==> src/rtl/core/pcbp_pkg.sv <==
`default_nettype none
// ----------------------------------------------------------------------------
// pcbp_pkg
// Shared constants for the certificate bundle parser: status codes, header bit
// fields, body check values, packet slots, their tags and minimum body lengths.
// ----------------------------------------------------------------------------
package pcbp_pkg;

	// Status codes of the result
	localparam logic [2:0] ST_OK     = 3'd0;
	localparam logic [2:0] ST_HEADER = 3'd1;
	localparam logic [2:0] ST_LENGTH = 3'd2;
	localparam logic [2:0] ST_TRUNC  = 3'd3;
	localparam logic [2:0] ST_TAG    = 3'd4;
	localparam logic [2:0] ST_BODY   = 3'd5;
	localparam logic [2:0] ST_TRAIL  = 3'd6;

	// Old-format length type codes
	localparam logic [1:0] OLD_LEN_ONE  = 2'd0;
	localparam logic [1:0] OLD_LEN_TWO  = 2'd1;
	localparam logic [1:0] OLD_LEN_FOUR = 2'd2;

	// New-format length octet bounds
	localparam logic [7:0] NEW_LEN_TWO_MIN  = 8'd192;
	localparam logic [7:0] NEW_LEN_TWO_MAX  = 8'd223;
	localparam logic [7:0] NEW_LEN_FIVE     = 8'd255;

	// Body content checks
	localparam logic [7:0] VERSION_4    = 8'h04;
	localparam logic [7:0] SIG_TYPE_MIN = 8'h10;
	localparam logic [7:0] SIG_TYPE_MAX = 8'h13;

	// Packet slots in bundle order
	localparam logic [1:0] PKT_KEY = 2'd0;
	localparam logic [1:0] PKT_UID = 2'd1;
	localparam logic [1:0] PKT_SIG = 2'd2;
	localparam logic [1:0] PKT_END = 2'd3;

	// Expected tag for each packet slot
	function automatic logic [5:0] want_tag(input logic [1:0] slot);
		logic [5:0] t;
		case (slot)
			PKT_KEY: t = 6'd6;
			PKT_UID: t = 6'd13;
			default: t = 6'd2;
		endcase
		return t;
	endfunction

	// Minimum body length for each packet slot
	function automatic logic [2:0] min_body(input logic [1:0] slot);
		logic [2:0] m;
		case (slot)
			PKT_SIG: m = 3'd6;
			default: m = 3'd1;
		endcase
		return m;
	endfunction

endpackage
`default_nettype wire

==> src/rtl/core/pgp_cert_bundle_parser.sv <==
`default_nettype none
// ----------------------------------------------------------------------------
// pgp_cert_bundle_parser
// Streaming OpenPGP packet header parser for a key / user ID / signature
// certificate bundle.
// ----------------------------------------------------------------------------
// The block takes one byte per cycle and gives one result transaction,
// registered, in the cycle after the byte marked last is accepted. Every byte is
// handled by a single pass of header and body decode logic acting on the
// parser registers, so the sustained rate is one byte per clock; the only
// stall comes from a result that is still waiting in the output register
// while result_ready is low. After the last byte the parser returns to its
// reset state, ready for the next bundle subject to that same stall. On any
// error the status field carries the first error found and every other
// result field is zero.
module pgp_cert_bundle_parser
	import pcbp_pkg::*;
(
	input  wire logic        clk,
	input  wire logic        arst_n,
	input  wire logic        byte_valid,
	output logic             byte_ready,
	input  wire logic [7:0]  data_byte,
	input  wire logic        last,
	output logic             result_valid,
	input  wire logic        result_ready,
	output logic [2:0]       status,
	output logic [7:0]       cert_type,
	output logic [31:0]      key_body_offset,
	output logic [31:0]      key_body_length,
	output logic [31:0]      uid_offset,
	output logic [31:0]      uid_length,
	output logic [31:0]      sig_packet_offset,
	output logic [31:0]      sig_packet_length,
	output logic [31:0]      sig_body_offset,
	output logic [31:0]      sig_body_length
);

	typedef enum logic [2:0] {
		PH_TAG,
		PH_NEWLEN,
		PH_TWOLEN,
		PH_MULTI,
		PH_BODY,
		PH_DONE
	} phase_t;

	// Parser state
	phase_t      phase_q, phase_d;
	logic [1:0]  pkt_q, pkt_d;
	logic [31:0] acc_q, acc_d;
	logic [2:0]  len_left_q, len_left_d;
	logic [31:0] remain_q, remain_d;
	logic [1:0]  bidx_q, bidx_d;
	logic [31:0] pos_q, pos_d;
	logic [5:0]  tag_q, tag_d;
	logic [2:0]  err_q, err_d;
	logic [7:0]  sig_type_q, sig_type_d;
	logic [31:0] key_off_q, key_off_d, key_len_q, key_len_d;
	logic [31:0] uid_off_q, uid_off_d, uid_len_q, uid_len_d;
	logic [31:0] sigp_off_q, sigp_off_d, sigp_len_q, sigp_len_d;
	logic [31:0] sigb_off_q, sigb_off_d, sigb_len_q, sigb_len_d;

	// Result register
	logic        result_valid_q;
	logic [2:0]  status_q;
	logic [7:0]  cert_type_q;
	logic [31:0] key_off_r_q, key_len_r_q, uid_off_r_q, uid_len_r_q;
	logic [31:0] sigp_off_r_q, sigp_len_r_q, sigb_off_r_q, sigb_len_r_q;

	logic        accept;
	logic        hdr_done;
	logic [31:0] hdr_len;
	logic [31:0] body_start;
	logic [31:0] remain_dec;
	logic [2:0]  left_dec;
	logic        body_bad;
	logic [2:0]  fin_status;
	logic        fin_ok;

	assign byte_ready = !result_valid_q || result_ready;
	assign accept     = byte_valid && byte_ready;
	assign body_start = pos_q + 32'd1;
	assign remain_dec = (remain_q != '0) ? remain_q - 32'd1 : remain_q;
	assign left_dec   = (len_left_q != '0) ? len_left_q - 3'd1 : len_left_q;

	// Decode one byte against the current parser state
	always_comb begin
		phase_d    = phase_q;
		pkt_d      = pkt_q;
		acc_d      = acc_q;
		len_left_d = len_left_q;
		remain_d   = remain_q;
		bidx_d     = bidx_q;
		tag_d      = tag_q;
		err_d      = err_q;
		sig_type_d = sig_type_q;
		key_off_d  = key_off_q;
		key_len_d  = key_len_q;
		uid_off_d  = uid_off_q;
		uid_len_d  = uid_len_q;
		sigp_off_d = sigp_off_q;
		sigp_len_d = sigp_len_q;
		sigb_off_d = sigb_off_q;
		sigb_len_d = sigb_len_q;
		hdr_done   = 1'b0;
		hdr_len    = '0;
		body_bad   = 1'b0;

		if (err_q == ST_OK) begin
			if (pos_q == '1) begin
				err_d = ST_TRUNC;
			end else begin
				unique case (phase_q)
					PH_TAG: begin
						if (!data_byte[7]) begin
							err_d = ST_HEADER;
						end else begin
							if (pkt_q == PKT_SIG) sigp_off_d = pos_q;
							acc_d = '0;
							if (data_byte[6]) begin
								tag_d   = data_byte[5:0];
								phase_d = PH_NEWLEN;
							end else begin
								tag_d = {2'b00, data_byte[5:2]};
								case (data_byte[1:0])
									OLD_LEN_ONE: begin
										len_left_d = 3'd1;
										phase_d    = PH_MULTI;
									end
									OLD_LEN_TWO: begin
										len_left_d = 3'd2;
										phase_d    = PH_MULTI;
									end
									OLD_LEN_FOUR: begin
										len_left_d = 3'd4;
										phase_d    = PH_MULTI;
									end
									default: err_d = ST_LENGTH;
								endcase
							end
						end
					end
					PH_NEWLEN: begin
						if (data_byte < NEW_LEN_TWO_MIN) begin
							hdr_done = 1'b1;
							hdr_len  = {24'd0, data_byte};
						end else if (data_byte <= NEW_LEN_TWO_MAX) begin
							acc_d   = {19'd0, data_byte[4:0], 8'd0};
							phase_d = PH_TWOLEN;
						end else if (data_byte == NEW_LEN_FIVE) begin
							len_left_d = 3'd4;
							phase_d    = PH_MULTI;
						end else begin
							err_d = ST_LENGTH;
						end
					end
					PH_TWOLEN: begin
						hdr_done = 1'b1;
						hdr_len  = acc_q + {24'd0, data_byte} + 32'd192;
					end
					PH_MULTI: begin
						acc_d      = {acc_q[23:0], data_byte};
						len_left_d = left_dec;
						if (left_dec == '0) begin
							hdr_done = 1'b1;
							hdr_len  = {acc_q[23:0], data_byte};
						end
					end
					PH_BODY: begin
						// Version byte of key and signature, then signature type
						if (bidx_q == 2'd0 && (pkt_q == PKT_KEY || pkt_q == PKT_SIG)
							&& data_byte != VERSION_4) begin
							body_bad = 1'b1;
						end
						if (bidx_q == 2'd1 && pkt_q == PKT_SIG) begin
							sig_type_d = data_byte;
							if (data_byte < SIG_TYPE_MIN || data_byte > SIG_TYPE_MAX)
								body_bad = 1'b1;
						end
						if (body_bad) begin
							err_d = ST_BODY;
						end else begin
							if (bidx_q != 2'd2) bidx_d = bidx_q + 2'd1;
							remain_d = remain_dec;
							if (remain_dec == '0) begin
								pkt_d   = pkt_q + 2'd1;
								phase_d = (pkt_q + 2'd1 == PKT_END) ? PH_DONE : PH_TAG;
							end
						end
					end
					default: err_d = ST_TRAIL;
				endcase
			end
		end

		// Check a completed header and record the packet layout
		if (hdr_done) begin
			if (pkt_q == PKT_END) begin
				err_d = ST_TRAIL;
			end else if (tag_q != want_tag(pkt_q)) begin
				err_d = ST_TAG;
			end else if (hdr_len < {29'd0, min_body(pkt_q)}) begin
				err_d = ST_BODY;
			end else begin
				case (pkt_q)
					PKT_KEY: begin
						key_off_d = body_start;
						key_len_d = hdr_len;
					end
					PKT_UID: begin
						uid_off_d = body_start;
						uid_len_d = hdr_len;
					end
					default: begin
						sigb_off_d = body_start;
						sigb_len_d = hdr_len;
						sigp_len_d = (body_start - sigp_off_q) + hdr_len;
					end
				endcase
				remain_d = hdr_len;
				bidx_d   = 2'd0;
				phase_d  = PH_BODY;
			end
		end

		pos_d = (pos_q != '1) ? pos_q + 32'd1 : pos_q;
	end

	// Final status for a last byte
	assign fin_status = (err_d == ST_OK && phase_d != PH_DONE) ? ST_TRUNC : err_d;
	assign fin_ok     = (fin_status == ST_OK);

	// Hold parser state and the result register
	always_ff @(posedge clk or negedge arst_n) begin
		if (!arst_n) begin
			phase_q        <= PH_TAG;
			pkt_q          <= '0;
			acc_q          <= '0;
			len_left_q     <= '0;
			remain_q       <= '0;
			bidx_q         <= '0;
			pos_q          <= '0;
			tag_q          <= '0;
			err_q          <= ST_OK;
			sig_type_q     <= '0;
			key_off_q      <= '0;
			key_len_q      <= '0;
			uid_off_q      <= '0;
			uid_len_q      <= '0;
			sigp_off_q     <= '0;
			sigp_len_q     <= '0;
			sigb_off_q     <= '0;
			sigb_len_q     <= '0;
			result_valid_q <= 1'b0;
		end else begin
			// Raise valid on a last byte, drop it once the result is taken
			if (accept && last) begin
				result_valid_q <= 1'b1;
			end else if (result_ready) begin
				result_valid_q <= 1'b0;
			end
			if (accept) begin
				if (last) begin
					// Return to the start of a bundle
					phase_q        <= PH_TAG;
					pkt_q          <= '0;
					acc_q          <= '0;
					len_left_q     <= '0;
					remain_q       <= '0;
					bidx_q         <= '0;
					pos_q          <= '0;
					tag_q          <= '0;
					err_q          <= ST_OK;
					sig_type_q     <= '0;
					key_off_q      <= '0;
					key_len_q      <= '0;
					uid_off_q      <= '0;
					uid_len_q      <= '0;
					sigp_off_q     <= '0;
					sigp_len_q     <= '0;
					sigb_off_q     <= '0;
					sigb_len_q     <= '0;
				end else begin
					phase_q    <= phase_d;
					pkt_q      <= pkt_d;
					acc_q      <= acc_d;
					len_left_q <= len_left_d;
					remain_q   <= remain_d;
					bidx_q     <= bidx_d;
					pos_q      <= pos_d;
					tag_q      <= tag_d;
					err_q      <= err_d;
					sig_type_q <= sig_type_d;
					key_off_q  <= key_off_d;
					key_len_q  <= key_len_d;
					uid_off_q  <= uid_off_d;
					uid_len_q  <= uid_len_d;
					sigp_off_q <= sigp_off_d;
					sigp_len_q <= sigp_len_d;
					sigb_off_q <= sigb_off_d;
					sigb_len_q <= sigb_len_d;
				end
			end
		end
	end

	// Result payload: zero every field but status on an error
	always_ff @(posedge clk) begin
		if (accept && last) begin
			status_q     <= fin_status;
			cert_type_q  <= fin_ok ? sig_type_d : '0;
			key_off_r_q  <= fin_ok ? key_off_d : '0;
			key_len_r_q  <= fin_ok ? key_len_d : '0;
			uid_off_r_q  <= fin_ok ? uid_off_d : '0;
			uid_len_r_q  <= fin_ok ? uid_len_d : '0;
			sigp_off_r_q <= fin_ok ? sigp_off_d : '0;
			sigp_len_r_q <= fin_ok ? sigp_len_d : '0;
			sigb_off_r_q <= fin_ok ? sigb_off_d : '0;
			sigb_len_r_q <= fin_ok ? sigb_len_d : '0;
		end
	end

	assign result_valid      = result_valid_q;
	assign status            = status_q;
	assign cert_type         = cert_type_q;
	assign key_body_offset   = key_off_r_q;
	assign key_body_length   = key_len_r_q;
	assign uid_offset        = uid_off_r_q;
	assign uid_length        = uid_len_r_q;
	assign sig_packet_offset = sigp_off_r_q;
	assign sig_packet_length = sigp_len_r_q;
	assign sig_body_offset   = sigb_off_r_q;
	assign sig_body_length   = sigb_len_r_q;

endmodule
`default_nettype wire
==> config.mk <==
export PLATFORM = sky130hd
export DESIGN_NAME = pgp_cert_bundle_parser
export DESIGN_NICKNAME = d
export VERILOG_FILES = /design/src/rtl/core/pcbp_pkg.sv /design/src/rtl/core/pgp_cert_bundle_parser.sv
export SDC_FILE = /design/constraint.sdc
export NUM_CORES = 2
export LEC_CHECK = 0
export BUFFER_PORTS_ARGS = -buffer_cell sky130_fd_sc_hd__buf_2
export CELL_PAD_IN_SITES_DETAIL_PLACEMENT = 1
export CELL_PAD_IN_SITES_GLOBAL_PLACEMENT = 1
export CORE_ASPECT_RATIO = 0.7
export CORE_MARGIN = 5
export CORE_UTILIZATION = 43
export DETAILED_ROUTE_END_ITERATION = 12
export PLACE_DENSITY = 0.85
export SYNTH_ARGS = -nofsm -noshare
export SYNTH_HDL_FRONTEND = slang
export SYNTH_SLANG_ARGS = --single-unit
==> constraint.sdc <==
create_clock -name clk -period 7.1 [get_ports clk]
set_input_delay 0.355 -clock clk [delete_from_list [all_inputs] [get_ports clk]]
set_output_delay 0.355 -clock clk [all_outputs]
set_load 0.01 [all_outputs]
### After elaboration in Yosys (flattened, before gate mapping)

Cells that the tools add are included.

* memories: 0
* input bits: 13
* output and inout bits: 269
* word-level logic and storage cells: 270
* RAM bits: 0
* latch bits: 0
* register bits after elaboration: 647
* memory bits (read-only): 0

* order comparisons: 5
* muxes and demuxes: 163
* div/mod/pow operators: 0
* reduce and logical (&&, ||, !) cells: 37
* $add $sub $neg: 9
* multipliers: 0
* shift-type cells: 0
* bitwise operators: 0
* equality and inequality tests: 27

Operators by type and width (number)
* 32-bit 2-to-1 mux: 69
* 32-bit one-hot mux with 3 select lines: 2
* 3-bit 2-to-1 mux: 44
* 6-bit 2-to-1 mux: 8
* 8-bit 2-to-1 mux: 6
* 32-bit by 1-bit adder with 32-bit output (second input constant): 1
* 32-bit adder: 1
* 32-bit by 8-bit adder with 32-bit output: 1
* 32-bit by 8-bit adder with 32-bit output (second input constant): 1
* 32-bit == test (second input constant): 1
* 32-bit logical NOT: 1
* 32-bit by 3-bit < comparator with 1-bit output: 1
* 2-bit 2-to-1 mux: 16
* 32-bit != test (second input constant): 1
* 32-bit nonzero test: 1
* 32-bit by 1-bit subtractor with 32-bit output (second input constant): 1
* 32-bit subtractor: 1
* 3-bit one-hot mux with 3 select lines: 3
* 3-bit != test (second input constant): 7
* 3-bit logical NOT: 5
* 2-bit nonzero test: 7
* 1-bit 2-to-1 mux: 12
* 3-bit one-hot mux with 4 select lines: 1
* 10-bit AND reduction: 1
* 30 further kinds: 49

### Depth between registers and ports, before layout

* depth in word-level cells: 22
* depth in mapped cells: 27
* mapped depth without buffers: 24

### Worst setup path before layout

No wires, ideal clock.

* path kind: input -> register
* from: in last
* to: reg cert_type_q[0], in the netlist cert_type[0], enable pin
* stages on the path: 5
* data arrival time: 6458 ps
* slack: 23 ps
* required time: 6481 ps
* cells stage by stage: clkbuf_1 clkbuf_1 clkbuf_1 nand2_1 inv_1

* word-level cells in the longest chain between the ends: 1

Ends and longest elaborated chain
* start, declared: line pgp_cert_bundle_parser.sv:24 `input wire logic last,`
* 1-bit logical AND: line pgp_cert_bundle_parser.sv:310 `if (accept && last) begin`
* end signal, assigned: line pgp_cert_bundle_parser.sv:312 `cert_type_q <= fin_ok ? sig_type_d : '0;`
* end, declared: line pgp_cert_bundle_parser.sv:67 `logic [7:0] cert_type_q;`

No other way between the ends.
A chain may end at the register's enable or synchronous reset.

### Worst setup path in the final report

* from: reg acc_q[1]
* to: reg sigp_len_r_q[31], in the netlist sig_packet_length[31], data pin

* word-level cells in the longest chain between the ends: 14
* elaborated cells between the ends (all ways): 26

Ends and longest elaborated chain
* start, declared: line pgp_cert_bundle_parser.sv:51 `logic [31:0] acc_q, acc_d;`
* start signal, assigned: line pgp_cert_bundle_parser.sv:239 `acc_q <= '0;`
* start signal, assigned: line pgp_cert_bundle_parser.sv:268 `acc_q <= '0;`
* start signal, assigned: line pgp_cert_bundle_parser.sv:287 `acc_q <= acc_d;`
* 32-bit by 8-bit adder with 32-bit output (2 in a row): line pgp_cert_bundle_parser.sv:160 `hdr_len = acc_q + {24'd0, data_byte} + 32'd192;`
* 32-bit one-hot mux with 3 select lines *: line pgp_cert_bundle_parser.sv:114 `unique case (phase_q)`
* 32-bit 2-to-1 mux *: line pgp_cert_bundle_parser.sv:111 `if (pos_q == '1) begin`
* 32-bit 2-to-1 mux *: line pgp_cert_bundle_parser.sv:110 `if (err_q == ST_OK) begin`
* 32-bit by 3-bit < comparator with 1-bit output: line pgp_cert_bundle_parser.sv:203 `end else if (hdr_len < {29'd0, min_body(pkt_q)}) begin`
* 3-bit 2-to-1 mux: line pgp_cert_bundle_parser.sv:203
* 3-bit 2-to-1 mux: line pgp_cert_bundle_parser.sv:201 `end else if (tag_q != want_tag(pkt_q)) begin`
* 3-bit 2-to-1 mux: line pgp_cert_bundle_parser.sv:199 `if (pkt_q == PKT_END) begin`
* 3-bit 2-to-1 mux: line pgp_cert_bundle_parser.sv:198 `if (hdr_done) begin`
* 3-bit != test or 3-bit logical NOT (tied branches): line pgp_cert_bundle_parser.sv:231 `assign fin_status = (err_d == ST_OK && phase_d != PH_DONE) ? ST_TRUNC : err_d;`
* 1-bit logical AND: line pgp_cert_bundle_parser.sv:231
* 3-bit 2-to-1 mux: line pgp_cert_bundle_parser.sv:231
* 3-bit logical NOT: line pgp_cert_bundle_parser.sv:232 `assign fin_ok = (fin_status == ST_OK);`
* end signal, assigned: line pgp_cert_bundle_parser.sv:318 `sigp_len_r_q <= fin_ok ? sigp_len_d : '0;`
* end, declared: line pgp_cert_bundle_parser.sv:69 `logic [31:0] sigp_off_r_q, sigp_len_r_q, sigb_off_r_q, sigb_len_r_q;`

Every way passes the cells marked *; elsewhere a longest branch is shown, timed or not.

==> results.md <==
* Outcome: complete, no violations
* Post-route insts no fill at 4988
* Post-CTS Setup Bufs at 0
* IO Pins at 282
* Startpoint Class: flip-flop
* Max rail drop VDD at 0.000141 V
* Post-synth top area share at 27.4%
* Crit Reg-Reg Startpoint: acc_q[1]
* Vias in the first global route at 31200
* Skew final at 0.0265 ns
* GRT Total Usage at 31.4%
* First-pass GRT wire length at 206 mm
* Layout cell share with drive strength beyond 1 at 14.5%
* Max-cap violation count at 0
* Cell family with the largest share of critical-path delay: compound AO/OA/AOI/OAI gates
* Initial antenna violation count at 4
* # H-tree levels at 3
* Largest family of logic cells by synthesized area: simple AND/OR/NAND/NOR gates
* Post-Syn Area per Cell at 9.52 um^2
* Clk pwr share at 39.7%
* GR Overflow Total at 0
* CTS sink count at 647
* Final setup viols at 0
* Routability cong. at 0.995
* Peak Freq at 0.153 GHz
* NetSw at 2870 uW
* Slowest stage delay, CP at 0.52 ns
* DR pass1 iterations at 5
* DRC viols at 0
* Register Area at 0.0175 mm^2
* Worst Max-Slew Pin Slew at 1.48 ns
* Footprint of the multi-input gates at 0.0158 mm^2
* Post-layout minimum cycle time at 6.55 ns
* Synth async-reset ratio at 58.7%
* Die area at 0.0867 mm^2
* Switching share of power at 30.2%
* CTS tree: built
* Sequential area share after synthesis at 50.4%
* Hold Crit Class: in2reg
* Power per cell area at 239 mW/mm^2
* Synth cell types at 91
* Critical Path, Cell by Cell: ha_1, ha_1, inv_1, fa_1, nor2b_1, o21a_1, o221ai_1, a2111oi_1, xnor2_1, o21ai_0, and2_1, fa_1, ha_1, and3_1, nand2_1, a31oi_1, o211ai_1, o211a_1, nor3_1, a41oi_1, xnor2_1, nor3_1, nor3_1
* Starting density of the core at 43.3%
* Fin nets at 3977
* Clock-pin slew on the worst setup and hold paths at 0.06 ns
* Fin Setup TNS at 0 ns
* Adder-cell area share of the yosys netlist at 4.33%
* Crit Path Category: reg2reg
* CORE AREA at 0.0803 mm^2
* Synth-to-layout area growth at 14.7%
* Fillers at 9122
* CTS Buf Count at 69
* Final Power at 9530 uW
* PortBufs at 281
* Dpl cell area at 0.0375 mm^2
* Crit path capture type: flip-flop
* Number of routed nets with antenna violations at 0
* Starting DRT DRC Count at 3625
* Die width at 350 um
* Post-synth EDFFs at 267
* Multiplexer area fraction after synthesis at 4.18%
* Period utilization at 92.3%
* Largest net degree at the start of global routing at 195
* Slowest CP cell: a2111oi_1
* Row count at 87
* Worst-path fanout max at 6
* Die height at 248 um
* Synth warn at 0
* Vias/cell at 6.21
* Total vias in the final route at 31000
* Hold_sp: data_byte[0]
* Synthesized Nets at 3764
* Cells after Synth at 3650
* Clk_lat worst skew at 0.64 ns
* Worst slew margin at 1.59%
* Final Cell Area at 0.0399 mm^2
* Max Buffers Root-to-Sink at 3
* Avg WL per Cell at 27.8 um
* Slew Limit Fails at 0
* Synth Area in Compound Gates at 15.3%
* Hold_ws at 0.0623 ns
* Final hold violations at 0
* Internal at 6660 uW
* Reg power frac at 42.9%
* Crit path from: acc_q[1]
* Crit path buf inv count at 1
* Largest cells by area after synthesis: dfrtp_1 27%, edfxtp_1 23%, nand2_1 8.7%
* Placed insts at 4859
* LEAKAGE at 0.0173 uW
* DP HPWL at 96.9 mm
* Detailed-route wire length at 138 mm
* Gate power share at 17.4%
* Clk Tree Root Cell: clkbuf_16
* Data arrival, critical path at 6.91 ns
* Cell area after synthesis at 0.0348 mm^2
* Synth Area in Simple Gates at 19.3%
* Flops & latches, synth at 647
* Cell taking the most area after synthesis: dfrtp_1
* Top FF cell, synth: dfrtp_1
* Post-Synth XOR/XNOR Area at 2.12%
* CP required at 7.45 ns
* RSZ-0062 raised after global routing: no
## cells in the final DEF (no fill, tap or decap), types with 74 or more instances in the layout
cell type,instances
mux2i_1,143
inv_1,97
buf_2,279
clkbuf_16,74
a21oi_1,272
o21ai_0,120
buf_4,122
a22o_1,137
nand3_1,198
nor2_1,190
edfxtp_1,267
dfrtp_1,380
nand2_1,804
## layer usage
layer / wire length, um / vias to the layer above / part of all wire (%) / track usage [%]
li1: - / 13300 / - / -
met1: 61700 / 15900 / 45 / 46.1
met2: 58300 / 1467 / 42 / 45.5
met3: 14300 / 267 / 10 / 8.87
met4: 4140 / 4 / 3.0 / 8.60
met5: 27 / - / 0.020 / 0
## power groups by stage
stage	registers, uW	logic (uW)	clock network [uW]
finish	4090	1660	3780
global placement	4150	1580	0
CTS	4090	1620	3830
floorplan	4170	953	0
global route	4090	1770	4000
detailed placement	4160	1610	0
## through the flow
stage | worst slack (ns) | utilization, %
2_1_floorplan | 0.0228 | -
4_1_cts | 0.641 | 49.6
5_1_grt | 0.000497 | 49.6
3_3_place_gp | 0.559 | 46.7
6_report | 0.546 | 49.6
3_5_place_dp | 0.541 | 46.7
## path summary, 6_finish.rpt
check / endpoint / slack, ns / depth (start not counted)
worst max-delay path: sig_packet_length[31] / 0.55 / 23
worst min-delay path: acc_q[0] / 0.06 / 3
worst max register to register: sig_packet_length[31] / 0.55 / 23
worst min register to register: tag_q[5] / 0.49 / 2
max in group asynchronous: sigp_off_q[8] / 5.22 / 3
min in group asynchronous: key_len_q[11] / 0.37 / 2
## area by class of cell
cell class / instances / area share, %
timing repair buffer: 411 / 6.26
multi-input combinational: 2635 / 39.6
tap: 1068 / 3.35
antenna: 1 / 0.00628
clock buffer: 97 / 5.09
clock inverter: 30 / 0.747
inverter: 99 / 0.957
sequential: 647 / 44.0
## cell usage after synthesis (all sizes together), types with 48 or more instances
master,n
nand2,807
nor3,51
xnor2,55
nor2,194
mux2i,143
clkbuf,187
a22o,137
dfrtp,380
o21ai,132
and2,50
nor2b,48
nand3,199
ha,69
inv,98
buf,82
a21oi,274
edfxtp,267
## what timing repair did
item	4_1_cts	5_1_grt
endpoints found under the hold margin	92	0
setup endpoints to repair	0	2
hold buffers	1	0
gates resized for setup	0	1
## worst reg2reg max path: stages (launching register included)
cell	delay, ns
dfrtp_1	0.42
ha_1	0.29
ha_1	0.20
inv_1	0.08
fa_1	0.46
nor2b_1	0.16
o21a_1	0.22
o221ai_1	0.22
a2111oi_1	0.52
xnor2_1	0.13
o21ai_0	0.40
and2_1	0.40
fa_1	0.50
ha_1	0.39
and3_1	0.27
nand2_1	0.08
a31oi_1	0.19
o211ai_1	0.19
o211a_1	0.27
nor3_1	0.28
a41oi_1	0.18
xnor2_1	0.18
nor3_1	0.16
nor3_1	0.07
## logic make-up (layout without fill, tap and decap cells)
group	count (synthesis)	after routing
AO/OA/AOI/OAI	801	801
XOR/XNOR	84	84
adder cells (fa/ha/maj)	101	101
buffers and inverters	368	637
flip-flops	647	647
multiplexers	145	145
other	0	1
AND/OR/NAND/NOR	1504	1504
Power figures use the tool's default switching activity.
